<file path="src/sv/ssd_command_buffer_erase_coalescer_defines.svh">
// assertion macros for the erase coalescing command buffer
// no dependencies; included by the modules that carry assertions
`ifndef SSD_COMMAND_BUFFER_ERASE_COALESCER_DEFINES_SVH
`define SSD_COMMAND_BUFFER_ERASE_COALESCER_DEFINES_SVH

`ifndef SYNTH

`define SECB_ASSERT_IMPL(name, clk, rst, ante, cons) \
   name: assert property (@(posedge clk) disable iff (rst) (ante) |-> (cons)) \
      else $error("secb assertion failed");

`define SECB_ASSERT_NEXT(name, clk, rst, ante, cons) \
   name: assert property (@(posedge clk) disable iff (rst) (ante) |=> (cons)) \
      else $error("secb assertion failed");

`else

`define SECB_ASSERT_IMPL(name, clk, rst, ante, cons)

`define SECB_ASSERT_NEXT(name, clk, rst, ante, cons)

`endif

`endif

</file>
<file path="src/sv/secb_pkg.sv">
// types, codes and constants of the erase coalescing command buffer
// no dependencies; used by every module of the block but secb_ram
package secb_pkg;

   localparam int DEPTH_DEFAULT     = 16;
   localparam int ADDR_BITS_DEFAULT = 16;

   localparam int LBA_W   = 16;
   localparam int DATA_W  = 32;
   localparam int SIZE_W  = 16;
   localparam int LEN_W   = 17;
   localparam int IDX_W   = 4;
   localparam int COUNT_W = 5;
   localparam int THR_W   = 5;

   localparam logic [THR_W-1:0] THRESH_RESET = 5'd10;
   localparam logic [LEN_W-1:0] LEN_MAX      = 17'h1FFFF;

   // entry kinds
   localparam logic KIND_WRITE = 1'b0;
   localparam logic KIND_ERASE = 1'b1;

   typedef enum logic [1:0] {
      FUNC_APPEND = 2'd0,
      FUNC_MERGE  = 2'd1,
      FUNC_FLUSH  = 2'd2,
      FUNC_READ   = 2'd3
   } func_type;

   typedef struct packed {
      logic capture;
      logic do_append;
      logic do_flush;
      logic do_read;
      logic merge_start;
      logic merge_step;
      logic rsp_load;
   } secb_cmd_type;

   typedef struct packed {
      func_type func;
      logic     count_zero;
      logic     merge_last;
      logic     rsp_free;
   } secb_sts_type;

endpackage

</file>
<file path="src/sv/ssd_command_buffer_erase_coalescer.sv">
// erase coalescing command buffer, top level; depends on secb_pkg, secb_ctrl, secb_datapath
// append, flush and read: exec state, then result state, where the result is registered once the output
// register is free; erase-merge: exec state, one merge step per stored entry, then the result state
// a result waits in the output register while the next transaction is taken
// synchronous active-high reset empties the list, sets the threshold to 10, drops any result
module ssd_command_buffer_erase_coalescer #(
   parameter int DEPTH     = secb_pkg::DEPTH_DEFAULT,
   parameter int ADDR_BITS = secb_pkg::ADDR_BITS_DEFAULT
) (
   input  logic                           clock,
   input  logic                           reset,
   input  logic                           req_valid,
   output logic                           req_stall,
   input  logic [1:0]                     req_func,
   input  logic                           req_command_kind,
   input  logic [secb_pkg::LBA_W-1:0]     req_lba,
   input  logic [secb_pkg::DATA_W-1:0]    req_write_data,
   input  logic [secb_pkg::SIZE_W-1:0]    req_erase_size,
   input  logic [secb_pkg::IDX_W-1:0]     req_entry_index,
   input  logic                           csr_valid,
   output logic                           csr_ready,
   input  logic [secb_pkg::THR_W-1:0]     csr_wdata,
   output logic                           rsp_valid,
   input  logic                           rsp_stall,
   output logic                           rsp_merged,
   output logic [secb_pkg::COUNT_W-1:0]   rsp_entry_count,
   output logic                           rsp_buffer_full,
   output logic                           rsp_overflow,
   output logic                           rsp_read_valid,
   output logic                           rsp_read_kind,
   output logic [secb_pkg::LBA_W-1:0]     rsp_read_lba,
   output logic [secb_pkg::DATA_W-1:0]    rsp_read_data,
   output logic [secb_pkg::LEN_W-1:0]     rsp_read_size
);

   secb_pkg::secb_cmd_type cmd;
   secb_pkg::secb_sts_type sts;

   secb_ctrl u_ctrl (
      .clock     (clock),
      .reset     (reset),
      .req_valid (req_valid),
      .req_stall (req_stall),
      .sts       (sts),
      .cmd       (cmd)
   );

   secb_datapath #(
      .DEPTH     (DEPTH),
      .ADDR_BITS (ADDR_BITS)
   ) u_datapath (
      .clock            (clock),
      .reset            (reset),
      .cmd              (cmd),
      .sts              (sts),
      .req_func         (req_func),
      .req_command_kind (req_command_kind),
      .req_lba          (req_lba),
      .req_write_data   (req_write_data),
      .req_erase_size   (req_erase_size),
      .req_entry_index  (req_entry_index),
      .csr_valid        (csr_valid),
      .csr_ready        (csr_ready),
      .csr_wdata        (csr_wdata),
      .rsp_valid        (rsp_valid),
      .rsp_stall        (rsp_stall),
      .rsp_merged       (rsp_merged),
      .rsp_entry_count  (rsp_entry_count),
      .rsp_buffer_full  (rsp_buffer_full),
      .rsp_overflow     (rsp_overflow),
      .rsp_read_valid   (rsp_read_valid),
      .rsp_read_kind    (rsp_read_kind),
      .rsp_read_lba     (rsp_read_lba),
      .rsp_read_data    (rsp_read_data),
      .rsp_read_size    (rsp_read_size)
   );

endmodule

</file>
<file path="src/sv/secb_ram.sv">
// generic single write, single read ram with registered read data
// no dependencies
module secb_ram #(
   parameter int WIDTH = 8,
   parameter int DEPTH = 16
) (
   input  logic                     clock,
   input  logic                     wr_en,
   input  logic [$clog2(DEPTH)-1:0] wr_addr,
   input  logic [WIDTH-1:0]         wr_data,
   input  logic                     rd_en,
   input  logic [$clog2(DEPTH)-1:0] rd_addr,
   output logic [WIDTH-1:0]         rd_data
);

   logic [WIDTH-1:0] mem_ff [DEPTH];
   logic [WIDTH-1:0] rd_data_ff;

   always_ff @(posedge clock) begin
      if (wr_en) begin
         mem_ff[wr_addr] <= wr_data;
      end
      if (rd_en) begin
         rd_data_ff <= mem_ff[rd_addr];
      end
   end

   assign rd_data = rd_data_ff;

endmodule

</file>
<file path="src/sv/secb_ctrl.sv">
// controller state machine of the erase coalescing command buffer
// depends on secb_pkg and the assertion macro header
`include "ssd_command_buffer_erase_coalescer_defines.svh"

module secb_ctrl (
   input  logic                   clock,
   input  logic                   reset,
   input  logic                   req_valid,
   output logic                   req_stall,
   input  secb_pkg::secb_sts_type sts,
   output secb_pkg::secb_cmd_type cmd
);

   typedef enum logic [3:0] {
      S_IDLE   = 4'b0001,
      S_EXEC   = 4'b0010,
      S_MERGE  = 4'b0100,
      S_RESULT = 4'b1000
   } state_type;

   state_type state_ff;
   state_type state_in;

   always_comb begin
      state_in  = state_ff;
      cmd       = '0;
      req_stall = 1'b1;
      unique case (state_ff)
         S_IDLE: begin
            req_stall   = 1'b0;
            cmd.capture = req_valid;
            if (req_valid) begin
               state_in = S_EXEC;
            end
         end
         S_EXEC: begin
            state_in = S_RESULT;
            unique case (sts.func)
               secb_pkg::FUNC_APPEND: cmd.do_append = 1'b1;
               secb_pkg::FUNC_FLUSH:  cmd.do_flush  = 1'b1;
               secb_pkg::FUNC_READ:   cmd.do_read   = 1'b1;
               secb_pkg::FUNC_MERGE: begin
                  cmd.merge_start = 1'b1;
                  if (!sts.count_zero) begin
                     state_in = S_MERGE;
                  end
               end
               default: state_in = S_RESULT;
            endcase
         end
         S_MERGE: begin
            cmd.merge_step = 1'b1;
            if (sts.merge_last) begin
               state_in = S_RESULT;
            end
         end
         S_RESULT: begin
            if (sts.rsp_free) begin
               cmd.rsp_load = 1'b1;
               state_in     = S_IDLE;
            end
         end
         default: state_in = S_IDLE;
      endcase
   end

   always_ff @(posedge clock) begin
      if (reset) begin
         state_ff <= S_IDLE;
      end else begin
         state_ff <= state_in;
      end
   end

   `SECB_ASSERT_NEXT(a_accept_exec, clock, reset, req_valid && !req_stall, state_ff == S_EXEC)
   `SECB_ASSERT_IMPL(a_onehot_state, clock, reset, 1'b1, $onehot(state_ff))
   `SECB_ASSERT_IMPL(a_busy_stall, clock, reset, state_ff != S_IDLE, req_stall)

endmodule

</file>
<file path="src/sv/secb_datapath.sv">
// datapath of the erase coalescing command buffer: entry store, merge walk,
// count, threshold register and result register; depends on secb_pkg, secb_ram and the macro header
`include "ssd_command_buffer_erase_coalescer_defines.svh"

module secb_datapath #(
   parameter int DEPTH     = secb_pkg::DEPTH_DEFAULT,
   parameter int ADDR_BITS = secb_pkg::ADDR_BITS_DEFAULT
) (
   input  logic                           clock,
   input  logic                           reset,
   input  secb_pkg::secb_cmd_type         cmd,
   output secb_pkg::secb_sts_type         sts,
   input  logic [1:0]                     req_func,
   input  logic                           req_command_kind,
   input  logic [secb_pkg::LBA_W-1:0]     req_lba,
   input  logic [secb_pkg::DATA_W-1:0]    req_write_data,
   input  logic [secb_pkg::SIZE_W-1:0]    req_erase_size,
   input  logic [secb_pkg::IDX_W-1:0]     req_entry_index,
   input  logic                           csr_valid,
   output logic                           csr_ready,
   input  logic [secb_pkg::THR_W-1:0]     csr_wdata,
   output logic                           rsp_valid,
   input  logic                           rsp_stall,
   output logic                           rsp_merged,
   output logic [secb_pkg::COUNT_W-1:0]   rsp_entry_count,
   output logic                           rsp_buffer_full,
   output logic                           rsp_overflow,
   output logic                           rsp_read_valid,
   output logic                           rsp_read_kind,
   output logic [secb_pkg::LBA_W-1:0]     rsp_read_lba,
   output logic [secb_pkg::DATA_W-1:0]    rsp_read_data,
   output logic [secb_pkg::LEN_W-1:0]     rsp_read_size
);

   localparam int IDXW  = $clog2(DEPTH);
   localparam int CNTW  = $clog2(DEPTH + 1);
   localparam int LEN_W = secb_pkg::LEN_W;
   localparam int DAT_W = secb_pkg::DATA_W;
   localparam int ENT_W = 1 + ADDR_BITS + DAT_W + LEN_W;
   localparam int EW    = ((ADDR_BITS > LEN_W) ? ADDR_BITS : LEN_W) + 1;
   localparam int FW    = (CNTW > secb_pkg::THR_W) ? CNTW : secb_pkg::THR_W;
   localparam int RW    = (CNTW > secb_pkg::IDX_W) ? CNTW : secb_pkg::IDX_W;

   // latched transaction
   secb_pkg::func_type             func_ff;
   logic                           kind_ff;
   logic [secb_pkg::LBA_W-1:0]     lba_ff;
   logic [DAT_W-1:0]               data_ff;
   logic [secb_pkg::SIZE_W-1:0]    size_ff;
   logic [secb_pkg::IDX_W-1:0]     idx_ff;

   logic [CNTW-1:0]                count_ff, count_in;
   logic [IDXW-1:0]                p_ff, p_in;
   logic [CNTW-1:0]                wr_ff, wr_in;
   logic                           any_ff, any_in;
   logic                           ovf_ff, ovf_in;
   logic [secb_pkg::THR_W-1:0]     thr_ff, thr_in;

   logic                           rsp_valid_ff, rsp_valid_in;
   logic                           merged_ff;
   logic [secb_pkg::COUNT_W-1:0]   count_out_ff;
   logic                           full_ff;
   logic                           overflow_ff;
   logic                           rvalid_ff;
   logic                           rkind_ff;
   logic [secb_pkg::LBA_W-1:0]     rlba_ff;
   logic [DAT_W-1:0]               rdata_ff;
   logic [LEN_W-1:0]               rsize_ff;

   logic                           ram_wr_en;
   logic [IDXW-1:0]                ram_wr_addr;
   logic [ENT_W-1:0]               ram_wr_data;
   logic                           ram_rd_en;
   logic [IDXW-1:0]                ram_rd_addr;
   logic [ENT_W-1:0]               ram_rd_data;

   logic                           ent_kind;
   logic [ADDR_BITS-1:0]           ent_addr;
   logic [DAT_W-1:0]               ent_word;
   logic [LEN_W-1:0]               ent_len;
   logic [EW-1:0]                  s_val, e_val, tlo, thi, nl;
   logic                           grow_end, grow_start, widened, keep;
   logic [LEN_W-1:0]               sat_len;
   logic [ENT_W-1:0]               new_ent, upd_ent;
   logic                           depth_full, merge_last, rsp_free, read_hit;

   assign csr_ready = 1'b1;

   // stored entry fields
   assign ent_len  = ram_rd_data[LEN_W-1:0];
   assign ent_word = ram_rd_data[LEN_W+DAT_W-1:LEN_W];
   assign ent_addr = ram_rd_data[LEN_W+DAT_W+ADDR_BITS-1:LEN_W+DAT_W];
   assign ent_kind = ram_rd_data[ENT_W-1];

   // merge evaluation of the entry just read
   always_comb begin
      s_val      = EW'(ent_addr);
      e_val      = s_val + EW'(ent_len);
      tlo        = EW'(lba_ff);
      thi        = EW'(lba_ff) + EW'(size_ff);
      grow_end   = (s_val <= tlo) && (tlo <= e_val) && (e_val < thi);
      grow_start = (tlo <= s_val) && (s_val <= thi) && (thi < e_val);
      nl         = grow_end ? (thi - s_val) : (e_val - tlo);
      sat_len    = (nl > EW'(secb_pkg::LEN_MAX)) ? secb_pkg::LEN_MAX : LEN_W'(nl);
      widened    = (ent_kind == secb_pkg::KIND_ERASE) && (grow_end || grow_start);
      keep       = !((ent_kind == secb_pkg::KIND_WRITE) && (tlo <= s_val) && (s_val < thi));
      upd_ent    = {ent_kind,
                    (widened && !grow_end) ? ADDR_BITS'(lba_ff) : ent_addr,
                    ent_word,
                    widened ? sat_len : ent_len};
      new_ent    = {kind_ff,
                    ADDR_BITS'(lba_ff),
                    (kind_ff == secb_pkg::KIND_ERASE) ? '0 : data_ff,
                    (kind_ff == secb_pkg::KIND_ERASE) ? LEN_W'(size_ff) : '0};
   end

   assign depth_full = count_ff >= CNTW'(DEPTH);
   assign merge_last = (CNTW'(p_ff) + CNTW'(1)) == count_ff;
   assign rsp_free   = !rsp_valid_ff || !rsp_stall;
   assign read_hit   = RW'(idx_ff) < RW'(count_ff);

   assign sts.func       = func_ff;
   assign sts.count_zero = count_ff == '0;
   assign sts.merge_last = merge_last;
   assign sts.rsp_free   = rsp_free;

   // ram ports
   always_comb begin
      ram_wr_en   = (cmd.do_append && !depth_full) || (cmd.merge_step && keep);
      ram_wr_addr = cmd.do_append ? count_ff[IDXW-1:0] : wr_ff[IDXW-1:0];
      ram_wr_data = cmd.do_append ? new_ent : upd_ent;
      ram_rd_en   = 1'b0;
      ram_rd_addr = IDXW'(idx_ff);
      priority if (cmd.do_read) begin
         ram_rd_en = 1'b1;
      end else if (cmd.merge_start) begin
         ram_rd_en   = count_ff != '0;
         ram_rd_addr = '0;
      end else if (cmd.merge_step) begin
         ram_rd_en   = !merge_last;
         ram_rd_addr = p_ff + IDXW'(1);
      end
   end

   secb_ram #(
      .WIDTH (ENT_W),
      .DEPTH (DEPTH)
   ) u_ram (
      .clock   (clock),
      .wr_en   (ram_wr_en),
      .wr_addr (ram_wr_addr),
      .wr_data (ram_wr_data),
      .rd_en   (ram_rd_en),
      .rd_addr (ram_rd_addr),
      .rd_data (ram_rd_data)
   );

   // control state next values
   always_comb begin
      count_in = count_ff;
      p_in     = p_ff;
      wr_in    = wr_ff;
      any_in   = any_ff;
      ovf_in   = ovf_ff;
      thr_in   = (csr_valid && csr_ready) ? csr_wdata : thr_ff;
      priority if (cmd.do_flush) begin
         count_in = '0;
      end else if (cmd.do_append) begin
         ovf_in = depth_full;
         if (!depth_full) begin
            count_in = count_ff + CNTW'(1);
         end
      end else if (cmd.merge_start) begin
         p_in   = '0;
         wr_in  = '0;
         any_in = 1'b0;
      end else if (cmd.merge_step) begin
         p_in   = p_ff + IDXW'(1);
         wr_in  = wr_ff + CNTW'(keep);
         any_in = any_ff || widened;
         if (merge_last) begin
            count_in = wr_ff + CNTW'(keep);
         end
      end
      rsp_valid_in = cmd.rsp_load || (rsp_valid_ff && rsp_stall);
   end

   always_ff @(posedge clock) begin
      if (reset) begin
         count_ff     <= '0;
         p_ff         <= '0;
         wr_ff        <= '0;
         any_ff       <= 1'b0;
         ovf_ff       <= 1'b0;
         thr_ff       <= secb_pkg::THRESH_RESET;
         rsp_valid_ff <= 1'b0;
      end else begin
         count_ff     <= count_in;
         p_ff         <= p_in;
         wr_ff        <= wr_in;
         any_ff       <= any_in;
         ovf_ff       <= ovf_in;
         thr_ff       <= thr_in;
         rsp_valid_ff <= rsp_valid_in;
      end
   end

   always_ff @(posedge clock) begin
      if (cmd.capture) begin
         func_ff <= secb_pkg::func_type'(req_func);
         kind_ff <= req_command_kind;
         lba_ff  <= req_lba;
         data_ff <= req_write_data;
         size_ff <= req_erase_size;
         idx_ff  <= req_entry_index;
      end
      if (cmd.rsp_load) begin
         merged_ff    <= (func_ff == secb_pkg::FUNC_MERGE) && any_ff;
         count_out_ff <= secb_pkg::COUNT_W'(count_ff);
         full_ff      <= FW'(count_ff) >= FW'(thr_ff);
         overflow_ff  <= (func_ff == secb_pkg::FUNC_APPEND) && ovf_ff;
         rvalid_ff    <= (func_ff == secb_pkg::FUNC_READ) && read_hit;
         if ((func_ff == secb_pkg::FUNC_READ) && read_hit) begin
            rkind_ff <= ent_kind;
            rlba_ff  <= secb_pkg::LBA_W'(ent_addr);
            rdata_ff <= (ent_kind == secb_pkg::KIND_WRITE) ? ent_word : '0;
            rsize_ff <= (ent_kind == secb_pkg::KIND_ERASE) ? ent_len : '0;
         end else begin
            rkind_ff <= 1'b0;
            rlba_ff  <= '0;
            rdata_ff <= '0;
            rsize_ff <= '0;
         end
      end
   end

   assign rsp_valid       = rsp_valid_ff;
   assign rsp_merged      = merged_ff;
   assign rsp_entry_count = count_out_ff;
   assign rsp_buffer_full = full_ff;
   assign rsp_overflow    = overflow_ff;
   assign rsp_read_valid  = rvalid_ff;
   assign rsp_read_kind   = rkind_ff;
   assign rsp_read_lba    = rlba_ff;
   assign rsp_read_data   = rdata_ff;
   assign rsp_read_size   = rsize_ff;

   `SECB_ASSERT_IMPL(a_count_bound, clock, reset, 1'b1, count_ff <= CNTW'(DEPTH))
   `SECB_ASSERT_IMPL(a_wr_behind, clock, reset, cmd.merge_step, wr_ff <= CNTW'(p_ff))
   `SECB_ASSERT_NEXT(a_merge_shrinks, clock, reset, cmd.merge_step && merge_last, count_ff <= $past(count_ff))
   `SECB_ASSERT_NEXT(a_count_hold, clock, reset, !cmd.do_append && !cmd.do_flush && !cmd.merge_step, $stable(count_ff))

endmodule

</file>
<file path="config.mk">
export PLATFORM = sky130hd
export DESIGN_NAME = ssd_command_buffer_erase_coalescer
export DESIGN_NICKNAME = d
export VERILOG_FILES = /design/src/sv/secb_pkg.sv /design/src/sv/ssd_command_buffer_erase_coalescer.sv /design/src/sv/secb_ram.sv /design/src/sv/secb_ctrl.sv /design/src/sv/secb_datapath.sv
export VERILOG_INCLUDE_DIRS = /design/src /design/src/sv
export SDC_FILE = /design/constraint.sdc
export NUM_CORES = 2
export LEC_CHECK = 0
export ABC_AREA = 0
export BUFFER_PORTS_ARGS = -buffer_cell sky130_fd_sc_hd__buf_2
export CAP_MARGIN = 20
export CORE_UTILIZATION = 35
export DETAILED_ROUTE_END_ITERATION = 16
export PLACE_DENSITY = 0.62
export SYNTH_ARGS = -nofsm -noshare
export SYNTH_HDL_FRONTEND = slang
export SYNTH_SLANG_ARGS = --single-unit
export TNS_END_PERCENT = 50
</file>
<file path="constraint.sdc">
create_clock -name clock -period 11.1 [get_ports clock]
set_clock_uncertainty 0.1 [all_clocks]
set_input_delay 1.11 -clock clock [delete_from_list [all_inputs] [get_ports clock]]
set_output_delay 1.11 -clock clock [all_outputs]
set_load 0.005 [all_outputs]
</file>
==> results.py <==
metrics = {
    "setup_path": {
        "worst_path_dominant_cell_family": "compound AO/OA/AOI/OAI gates",
        "worst-setup-path-type": "register to register",
        "worstPathArrival_ps": 7240,
        "timing.critical_path.cells": "ha_1 > fa_1 > a211oi_1 > o21ai_0 > a21oi_1 > xnor2_1 > inv_1 > ha_1 > a211oi_1 > nor2_1 > a2111oi_0 > o211ai_1 > a211oi_2 > and2_1 > nand3_1 > a221oi_1 > o21ai_1",
        "critPathSlowestCell": "a211oi_2",
        "r2r-start": "u_datapath.lba_ff[0]",
        "cp_max_fo": 16,
        "worst_setup_path_start_kind": "register",
        "critPathCaptureType": "register",
        "path_buf_inv": 1,
        "cpPeakStageDelay_ps": 840,
        "critical_path_required_ps": 11350,
        "cp-startpoint": "u_datapath.lba_ff[0]",
    },
    "synthesis": {
        "yosys_register_bits": 1294,
        "synth_top_area_share_pct": 68.7,
        "synth_ff_type": "edfxtp_1",
        "yosysUniqueCellTypes": 82,
        "ys_warn_count": 0,
        "yosys.area.top_type": "edfxtp_1",
        "synthesis.nets": 4322,
        "ys_seq_area_share_pct": 69.7,
        "async_reset_ff_share_pct": 0,
        "syn-mean-instance-area_sq_um": 13.4,
        "library_cell_with_the_highest_instance_count_after_synthesis": "edfxtp_1",
        "synth_top_cells_by_area": "edfxtp_1 69%, a211oi_1 4.7%, nand2_1 4.6%",
        "synthCells": 4127,
        "post_synth_most_frequent_cells": "1268 x edfxtp_1, 683 x nand2_1, 345 x a211oi_1",
        "synth_edf_count": 1268,
        "syn_area_sq_mm": 0.0554,
    },
    "pwr": {
        "peakVddDrop_mv": 0.172,
        "sum_of_internal_switching_and_leakage_power_mw": 10.7,
        "p_leak_nw": 21.1,
        "power_density_mw_per_mm2": 169,
    },
    "clock_network": {
        "ctsLongestPathBuffers": 3,
        "tritoncts": "yes",
        "post_cts_hold_buffer_count": 0,
        "cts_root_buffer": "clkbuf_16",
        "cts-buffers-inserted": 136,
        "clk_latency_ps": 770,
        "htree_levels": 4,
        "post_cts.repair.setup_buffers": 0,
        "postCtsResizedCells": 0,
        "cts.clk_slew.worst_paths_ps": 60,
        "cts.sinks": 1294,
    },
    "sta": {
        "worst_case_hold_slack_ps": 348,
        "unrepaired_setup_endpoints_after_global_routing": "false",
        "final.period_utilization_pct": 63.0,
        "worst-slew-pin-transition_ps": 1170,
        "final_hold_violation_count": 0,
        "setup_ws_ps": 4110,
        "final-setup-viol-count": 0,
        "max-slew-margin-rel_pct": 22.2,
        "max_clock_freq_mhz": 143,
        "finalCriticalPeriod_ps": 6990,
        "number_of_slew_limit_violations_in_the_final_report": 0,
        "total_negative_setup_slack_ps": 0,
    },
    "floorplan": {
        "overall_die_width_um": 400,
        "core.rowCount": 145,
        "initial_utilization_pct": 35.3,
        "top_level_ports": 159,
        "die-area_sq_mm": 0.160,
        "fp.coreArea_sq_mm": 0.157,
        "vertical_die_dimension_um": 400,
    },
    "worst_hold_path": {
        "hold_crit_class": "register to register",
        "min-delay-start": "u_datapath.ovf_ff",
    },
    "place": {
        "gp_congestion": 0.933,
        "placed_wire_length_estimate_um": 82700,
        "buffer_ports.inserted": 157,
        "worst_setup_slack_before_clock_tree_synthesis_ps": 4130,
    },
    "global_route": {
        "globalRouteTotalUtil_pct": 17.5,
        "grt_start_max_net_pins": 233,
        "grt_pass1_wl_um": 212000,
        "antenna_violations_before_repair": 5,
        "vias_in_the_first_global_route": 33146,
        "grt_overflow": 0,
    },
    "route": {
        "detail_route.first_pass.iterations": 5,
        "drc": 0,
        "routed-via-count": 34444,
        "routedWlPerCell_um": 22.1,
        "routed_wl_um": 142000,
        "postRouteAntennaNets": 0,
        "detail_route.vias_per_cell": 5.37,
        "drtIter0Drc": 3126,
    },
    "final_layout": {
        "finish.net_count": 4447,
        "area_delta_synth_final_pct": 13.5,
        "layout-drive-gt1-share_pct": 11.4,
    },
    "run": {
        "maxCapViolations": 0,
    },
    "run_status": {
        "outcome": "finished, final reports clean",
    },
}
state kept, by name (all words and copies together), names as in the netlist, 5 cells and up:
register / cells
u_datapath.u_ram.mem_ff: 1056
u_datapath.u_ram.rd_data: 66
u_datapath.data_ff: 32
u_datapath.rsp_read_data: 32
u_datapath.rsp_read_size: 17
u_datapath.lba_ff: 16
u_datapath.rsp_read_lba: 16
u_datapath.size_ff: 16
u_datapath.count_ff: 5
u_datapath.rsp_entry_count: 5
u_datapath.thr_ff: 5
u_datapath.wr_ff: 5
worst reg2reg max path: cells and delay by family (launching register included):
family          cells  cell delay (ps)
buf+inv             1               80
fa+ha+maj           3              920
simple gates        3              860
flops               1              510
xor+xnor            1              190
compound gates      9             3940
kinds of logic (layout without fill, tap and decap cells):
| kind of cell | after synthesis | count (layout) | synth area share [%] |
|---|---|---|---|
| adder cells (fa/ha/maj) | 114 | 114 | 2.63 |
| AND/OR/NAND/NOR | 1242 | 1242 | 10.8 |
| XOR/XNOR | 70 | 70 | 1.12 |
| AO/OA/AOI/OAI | 1045 | 1045 | 13.0 |
| multiplexers | 11 | 11 | 0.212 |
| other | 1 | 4 | 0.00677 |
| buffers and inverters | 350 | 574 | 2.55 |
| flip-flops | 1294 | 1294 | 69.7 |
stage by stage:
stage,instances,area (sq um),utilization (%)
global placement,6166,58600,37.4
CTS,6403,62800,40.1
finish,6412,62900,40.1
global route,6409,62900,40.1
detailed placement,6166,58600,37.4
floorplan,4127,55400,-
report_power, final:
group | internal [mW] | leakage, nW | switching, mW | total (mW)
combinational | 0.298 | 7.33 | 0.626 | 0.924
sequential | 5.40 | 11.7 | 0.0157 | 5.41
clock | 2.41 | 2.04 | 1.91 | 4.32
path summary, 6_finish.rpt:
check	slack (ps)	cells past startpoint	endpoint
max reg2reg	4110	17	u_datapath.u_ram.mem_ff[11][10]
min reg2reg	350	2	u_datapath.ovf_ff
max	4110	17	u_datapath.u_ram.mem_ff[11][10]
min	350	2	u_datapath.ovf_ff
layout by cell type (no fill, tap or decap), types with 62 or more instances in the layout:
cell / n
edfxtp_1: 1268
nand2_1: 681
a211oi_1: 344
and2_1: 299
a21oi_1: 205
buf_2: 157
a31oi_1: 148
clkbuf_16: 138
a311oi_1: 134
ha_1: 110
inv_1: 85
buf_4: 85
o21ai_0: 76
nor2_1: 62
layout make-up:
cell class	instances	area (sq um)
Antenna cell	3	7.51
Clock buffer	175	3590
Clock inverter	62	623
Fill cell	14499	93900
Inverter	86	325
Multi-Input combinational cell	2483	15600
Sequential cell	1294	38600
Tap cell	2058	2570
Timing Repair Buffer	251	1600
layer usage:
| metal | up-vias | routed length [um] | track usage (%) | part of all wire [%] |
|---|---|---|---|---|
| li1 | 15957 | - | - | - |
| met1 | 17322 | 64200 | 24.4 | 45 |
| met2 | 973 | 66700 | 28.0 | 47 |
| met3 | 188 | 7630 | 2.53 | 5.4 |
| met4 | 4 | 3490 | 5.43 | 2.5 |
| met5 | - | 27 | 0 | 0.019 |
No activity file was read; power rests on OpenSTA's default activity.
